File: src/rws_pkg.sv
// Shared widths and codes for the roulette wheel selector.
// No dependencies; imported by roulette_wheel_selector, rws_mul and the testbench.
package rws_pkg;

  localparam int TOT_W     = 40;
  localparam int SQ_W      = 32;
  localparam int RAW_W     = 16;
  localparam int FRAC_W    = 24;
  localparam int MUL_A_W   = 24;
  localparam int MUL_B_W   = 20;
  localparam int MUL_P_W   = MUL_A_W + MUL_B_W;
  localparam int ACC_W     = 64;
  localparam int STATUS_W  = 2;
  localparam int IDXO_W    = 8;

  localparam logic [TOT_W-1:0] TOTAL_MAX = '1;

  localparam logic FUNC_LOAD = 1'b0;
  localparam logic FUNC_DRAW = 1'b1;

  localparam logic [STATUS_W-1:0] STAT_OK      = 2'd0;
  localparam logic [STATUS_W-1:0] STAT_FULL    = 2'd1;
  localparam logic [STATUS_W-1:0] STAT_TOO_FEW = 2'd2;

endpackage

File: src/rws_mul.sv
// Shared 24 x 20 unsigned multiplier with registered product.
// Depends on rws_pkg for operand widths.
module rws_mul
  import rws_pkg::*;
(
  input  logic               clk_i,
  input  logic [MUL_A_W-1:0] a_i,
  input  logic [MUL_B_W-1:0] b_i,
  output logic [MUL_P_W-1:0] p_o
);

  logic [MUL_P_W-1:0] p_q;

  always_ff @(posedge clk_i) begin
    p_q <= MUL_P_W'(a_i) * MUL_P_W'(b_i);
  end

  assign p_o = p_q;

endmodule

File: config.mk
export PLATFORM = sky130hd
export DESIGN_NAME = rws_mul
export DESIGN_NICKNAME = d
export VERILOG_FILES = /design/src/rws_pkg.sv /design/src/rws_mul.sv
export SDC_FILE = /design/constraint.sdc
export NUM_CORES = 1
export LEC_CHECK = 0
export BUFFER_PORTS_ARGS = -buffer_cell sky130_fd_sc_hd__buf_2
export CAP_MARGIN = 20
export CORE_MARGIN = 2
export CORE_UTILIZATION = 35
export CTS_CLUSTER_DIAMETER = 150
export DETAILED_ROUTE_END_ITERATION = 12
export GPL_TIMING_DRIVEN = 1
export PLACE_DENSITY_LB_ADDON = 0.08
export SLEW_MARGIN = 10
export SYNTH_ARGS = -nofsm -noshare
export SYNTH_HDL_FRONTEND = slang
export SYNTH_SLANG_ARGS = --single-unit
export TNS_END_PERCENT = 1
File: constraint.sdc
create_clock -name clk_i -period 15.09 [get_ports clk_i]
set_input_delay 2.2635 -clock clk_i [delete_from_list [all_inputs] [get_ports clk_i]]
set_output_delay 2.2635 -clock clk_i [all_outputs]
set_load 0.05 [all_outputs]
Word-level counts from Yosys, hierarchy flattened
Cells that the tools add are included.
Word-level totals
  register bits: 44
  input bits: 45
  output and inout bits: 44
  word-level logic and storage cells: 2
Operators by class
  multipliers: 1
Operators by type and width (count)
  24-bit by 20-bit multiplier with 44-bit output: 1

Depth between registers and ports, before layout
Gate-level depths: netlist (run 1).
  depth after elaboration: 1
  gate-level depth with buffers: 25
  depth with buffers taken out: 23

Worst setup path after synthesis (run 1)
OpenSTA, ideal clock, no wires.
  path type: input -> register
  start point: in a_i[10]
  end point: reg p_q[37], in the netlist p_o[37]
  setup time: 0.119 ns
  arrival: 7.861 ns
  required time: 14.971 ns
  path slack: 7.110 ns
  stages: 22
  path buffers: 1
  cell sequence: clkbuf_1 nand2_1 fa_1 inv_1 fa_1 inv_1 fa_1 fa_1 fa_1 inv_1 fa_1 inv_1 fa_1 inv_1 ha_1 nand2_1 or4_1 o21ai_1 o21ai_1 a21boi_1 o2111a_1 nor3_1
On the way
  word-level cells in the longest chain between the ends: 1
Ends and longest elaborated chain
  from (decl): line rws_mul.sv:7  | input logic [MUL_A_W-1:0] a_i,
  24-bit by 20-bit multiplier with 44-bit output: line rws_mul.sv:15  | p_q <= MUL_P_W'(a_i) * MUL_P_W'(b_i);
  to (signal assigned): line rws_mul.sv:15
  to (decl): line rws_mul.sv:12  | logic [MUL_P_W-1:0] p_q;
No other way between the ends.

Worst setup path in the final report (run 1)
  start point: in a_i[10]
  end point: reg p_q[39], in the netlist p_o[39]
The elaborated chain is that of the path after synthesis.

==> out/metrics.yaml, run 1 <==
antenna_left: 0
dieArea_sq_mm: 0.0495
critPathKind: "in -> reg"
fmax_mhz: 117
async_reset_ff_share_pct: 0
post-synth-top-area-cell: "fa_1"
final_nets: 2443
die_x_microns: 222
htree_levels: 2
wl_per_cell_microns: 20.0
vias: 12191
fin_crit_ns: 8.58
drt_wl_total_microns: 49500
finalSetupTns_ns: 0
antenna_found_initial: 5
worstSetupStartpointType: "primary input"
start_util_pct: 35.2
yosysMostFrequentCell: "inv_1"
stdcell_area_sq_mm: 0.0177
gp_congestion: 0.819
ys_warn_count: 0
synth_area_sq_mm: 0.0167
crit_fanout: 20
avgSynthCellArea_sq_um: 9.00
clock-sinks: 44
ys_seq_area_share_pct: 5.27
rsz0062_at_grt: "no"
synth_common_cells: "404 x inv_1, 392 x fa_1, 273 x nand2_1"
drt_iter0_markers: 507
numCtsBuffers: 5
drc: 0
synth-seq-cells: 44
final_layout_size_suffix_gt1_share_pct: 5.72
io_buffers: 88
dp.cells: 2460
crit_required_ns: 15.27
rows: 80
grt_pass1_wl_microns: 78600
outcome: "completed"
cts_max_path_buffers: 2
synth_fp_nets: 2447
postCtsSetupRepairBufs: 0
die_h_microns: 222
area_growth_syn_to_layout_pct: 6.12
ctsResizeCount: 0
first_pass_iters: 5
period_share_pct: 56.9
ios: 89
grt.overflow.total: 0
final_hold_viol_count: 0
synth_top_area_share_pct: 47.0
clk_pin_slew_worst_paths_ns: 0.06
cts.root.buffer_cell: "clkbuf_16"
coreArea_sq_mm: 0.0474
largest_reg_flops: 44
stdcell_count: 2471
dp_hpwl_microns: 38800
finalMaxSlewViolations: 0
grt_usage_pct: 20.8
crit_arrival_ns: 8.76
synth_edf_count: 0
synthDistinctLibCells: 52
grt_max_degree: 25
hold_buffers: 0
synth_ff_type: "dfxtp_1"
fin_util_pct: 37.4
vias_per_cell: 4.93
crit_path_end_kind: "register"
hold_class: "in -> reg"
tightest_slew_ns: 0.731
cts_tree: "yes"
first_global_vias: 13719
setup_viol: 0
max_slew_margin_pct: 51.3
place_area_sq_mm: 0.0175
syn-instance-count: 1856
drv_cap: 0
synth.area.top_cells: "fa_1 47%, ha_1 12%, and2_1 9.4%"
## critical path, cell delays in order
cell	delay [ns]
buf_2	0.46
nand2_1	0.16
fa_1	0.55
inv_1	0.05
fa_1	0.50
inv_1	0.05
fa_1	0.45
fa_1	0.51
fa_1	0.55
inv_1	0.05
fa_1	0.48
inv_1	0.05
fa_1	0.52
inv_1	0.06
ha_1	0.33
a21oi_1	0.22
o21ai_0	0.21
a221oi_2	0.31
nand2_1	0.22
a21oi_1	0.44
o21ai_1	0.15
xor2_1	0.16
## layer usage
metal	vias to the layer above	global-route usage [%]	routed length, microns
li1	5449	-	-
met1	6459	25.5	19800
met2	225	39.7	27000
met3	58	1.64	1440
met4	0	4.44	1240
met5	-	0	0
## worst paths after layout
| check | startpoint | to | slack [ns] | cells past startpoint |
|---|---|---|---|---|
| worst max-delay path | a_i[10] | p_o[39] | 6.51 | 22 |
| worst min-delay path | a_i[0] | p_o[0] | 2.48 | 2 |
## kinds of logic (layout without fill, tap and decap cells)
logic type      count (synthesis)  count (layout)  share of synthesized area [%]
buf+inv                       503             499                           11.4
xor+xnor                       41              41                           2.15
flops                          44              44                           5.27
simple gates                  594             594                           17.7
compound gates                128             128                           5.05
fa+ha+maj                     546             546                           58.5
other cells                     0               4                              0
## stage by stage
stage / setup WS, ns / hold WS [ns]
2_1_floorplan: 7.11 / 2.39
3_3_place_gp: 6.25 / 2.73
4_1_cts: 6.50 / 2.48
6_report: 6.51 / 2.48
3_5_place_dp: 6.20 / 2.73
5_1_grt: 6.20 / 2.50
## cells in the final DEF (no fill, tap or decap), types with 5 or more instances in the layout
cell type  synthesis  final
nor3_1             7      7
o21ai_0           16     16
nand2_1          273    273
a21oi_1           45     45
clkbuf_16          0      5
ha_1             154    154
and2_1           250    250
xnor2_1           26     26
o21ai_1           11     11
dfxtp_1           44     44
fa_1             392    392
nor2_1            27     27
o21bai_1           6      6
nand3_1           10     10
nand4_1            8      8
xor2_1            15     15
buf_2              3     88
inv_1            404    404
a21o_1            16     16
## cell type report
type,instances,area (sq um)
repair buffers,88,440
multi-input cells,1309,13900
fillers,4946,29700
flip-flops and latches,44,881
clock inverters,2,60.1
clock buffers,5,125
well taps,615,769
diodes,4,10.0
inverters,404,1520
Power of run 1 is left out: the tool's default activity adds up to more than one toggle a clock period on the data nets, which glitch-free logic cannot reach.
==> run 2: changes to the inputs <==
==> constraint.sdc (replaced) <==
create_clock -name clk_i -period 8.6 [get_ports clk_i]
set_input_delay 1.29 -clock clk_i [delete_from_list [all_inputs] [get_ports clk_i]]
set_output_delay 1.29 -clock clk_i [all_outputs]
set_load 0.05 [all_outputs]
==> run 2 against run 1 <==
Effect of this change: sequential share of layout area about the same; setup slack worse by 5.5 ns; die area unchanged; non-clock buffer count up 8; largest cell class unchanged; critical path depth unchanged.
==> out/metrics.yaml, run 2 (synthesized netlist as in run 1, its figures left out) <==
crit_arrival_ns: 7.73  # -1.03 ns
clk_pin_slew_worst_paths_ns: 0.06  # about the same
postCtsSetupRepairBufs: 0  # unchanged
fin_crit_ns: 7.54
worstSetupStartpointType: "primary input"
drt_iter0_markers: 603  # +19%
io_buffers: 88  # unchanged
antenna_left: 0  # unchanged
cts_max_path_buffers: 2  # unchanged
dieArea_sq_mm: 0.0495  # unchanged
crit_slowest_cell: "fa_1"
fmax_mhz: 133
final_layout_size_suffix_gt1_share_pct: 6.13  # +0.41 points
gp_congestion: 0.836  # +2.1%
coreArea_sq_mm: 0.0474  # unchanged
final_hold_viol_count: 0  # unchanged
wl_per_cell_microns: 20.1  # +0.13%
largest_reg_flops: 44  # unchanged
numCtsBuffers: 5  # unchanged
grt.overflow.total: 0  # unchanged
area_growth_syn_to_layout_pct: 6.42
fill_cells: 4984  # +0.77%
path_delay_family: "adder cells"
layout_commonest_cell: "inv_1"
crit_required_ns: 8.78  # -6.49 ns
finalMaxSlewViolations: 0  # unchanged
ios: 89  # unchanged
hold_buffers: 0  # unchanged
critPathBufInv: 5  # -1
seq_area_sq_um: 881  # unchanged
crit_fanout: 11  # -45%
max_slew_margin_pct: 55.6  # +4.4 points
cp_slowest_stage_delay_ns: 0.60  # +0.05 ns
grt_max_degree: 25  # unchanged
die_x_microns: 222  # unchanged
cts_tree: "yes"
setup_viol: 0  # unchanged
drt_wl_total_microns: 49700  # +0.29%
start_util_pct: 35.2  # unchanged
num_antenna_cells: 0  # -4
hold_class: "in -> reg"
multi_input_area_sq_mm: 0.0139  # unchanged
tightest_slew_ns: 0.665  # -0.0658 ns
die_h_microns: 222  # unchanged
grt_pass1_wl_microns: 78500  # -0.12%
final_nets: 2451  # +0.33%
clock-sinks: 44  # unchanged
drv_cap: 0  # unchanged
crit_path_end_kind: "register"
antenna_found_initial: 2  # -3
period_share_pct: 87.7
drc: 0  # unchanged
ctsResizeCount: 0  # unchanged
cpMostUsedCell: "fa_1"
dp_hpwl_microns: 39500  # +2.0%
first_pass_iters: 5  # unchanged
vias_per_cell: 4.89  # -0.88%
mostFrequentLayoutCells: "404 x inv_1, 392 x fa_1, 273 x nand2_1"
path_cells: "buf_2 > buf_4 > nand2_1 > fa_1 > inv_1 > fa_1 > fa_1 > fa_1 > fa_1 > fa_1 > inv_1 > fa_1 > inv_1 > ha_1 > and2_1 > a21oi_1 > nor2_1 > o21ai_0 > o2111ai_1 > a21oi_1 > o21ai_1 > xor2_1"
vias: 12103  # -0.72%
rows: 80  # unchanged
critPathKind: "in -> reg"
finalSetupTns_ns: 0  # unchanged
htree_levels: 2  # unchanged
first_global_vias: 13467  # -1.8%
grt_usage_pct: 20.8  # about the same
cts.root.buffer_cell: "clkbuf_16"
rsz0062_at_grt: "no"
outcome: "completed"
-- run 2: cell count changes in the layout (fill, tap and decap cells not counted) --
cell | before | now
buf_4 | 0 | 8
diode_2 | 4 | 0
-- run 2: worst paths after layout --
check | startpoint | endpoint | slack [ns] | cells past startpoint
max | a_i[10] | p_o[39] | 1.06 | 22
min | a_i[0] | p_o[0] | 1.51 | 2
-- run 2: area by class of cell --
cell class	count	area share (%)
Clock buffer	5	0.704
Clock inverter	2	0.338
Inverter	404	8.53
Multi-Input combinational cell	1309	78.3
Sequential cell	44	4.95
Tap cell	615	4.33
Timing Repair Buffer	96	2.81
-- run 2: stage by stage --
| stage | hold slack (ns) | std cells | setup WS [ns] | util (%) | cell area, sq um |
|---|---|---|---|---|---|
| final | 1.51 | 2475 | 1.06 | 37.5 | 17800 |
| after global routing | 1.52 | 2475 | 0.700 | 37.5 | 17800 |
| after CTS | 1.50 | 2475 | 1.05 | 37.5 | 17800 |
| after detailed placement | 1.76 | 2468 | 0.745 | 37.1 | 17600 |
| after global placement | 1.76 | 2468 | 0.778 | 37.1 | 17600 |
| after floorplan | 1.42 | 1856 | 1.59 | - | 16700 |
-- run 2: metal layers --
metal  routed length [microns]  GRT usage [%]  up-vias
met5                         0              0        -
met4                       988           3.79        0
met3                       976           1.38       37
met2                     27400           39.8      182
met1                     20300           25.8     6421
li1                          -              -     5463
Power of run 2 is left out for the same reason.
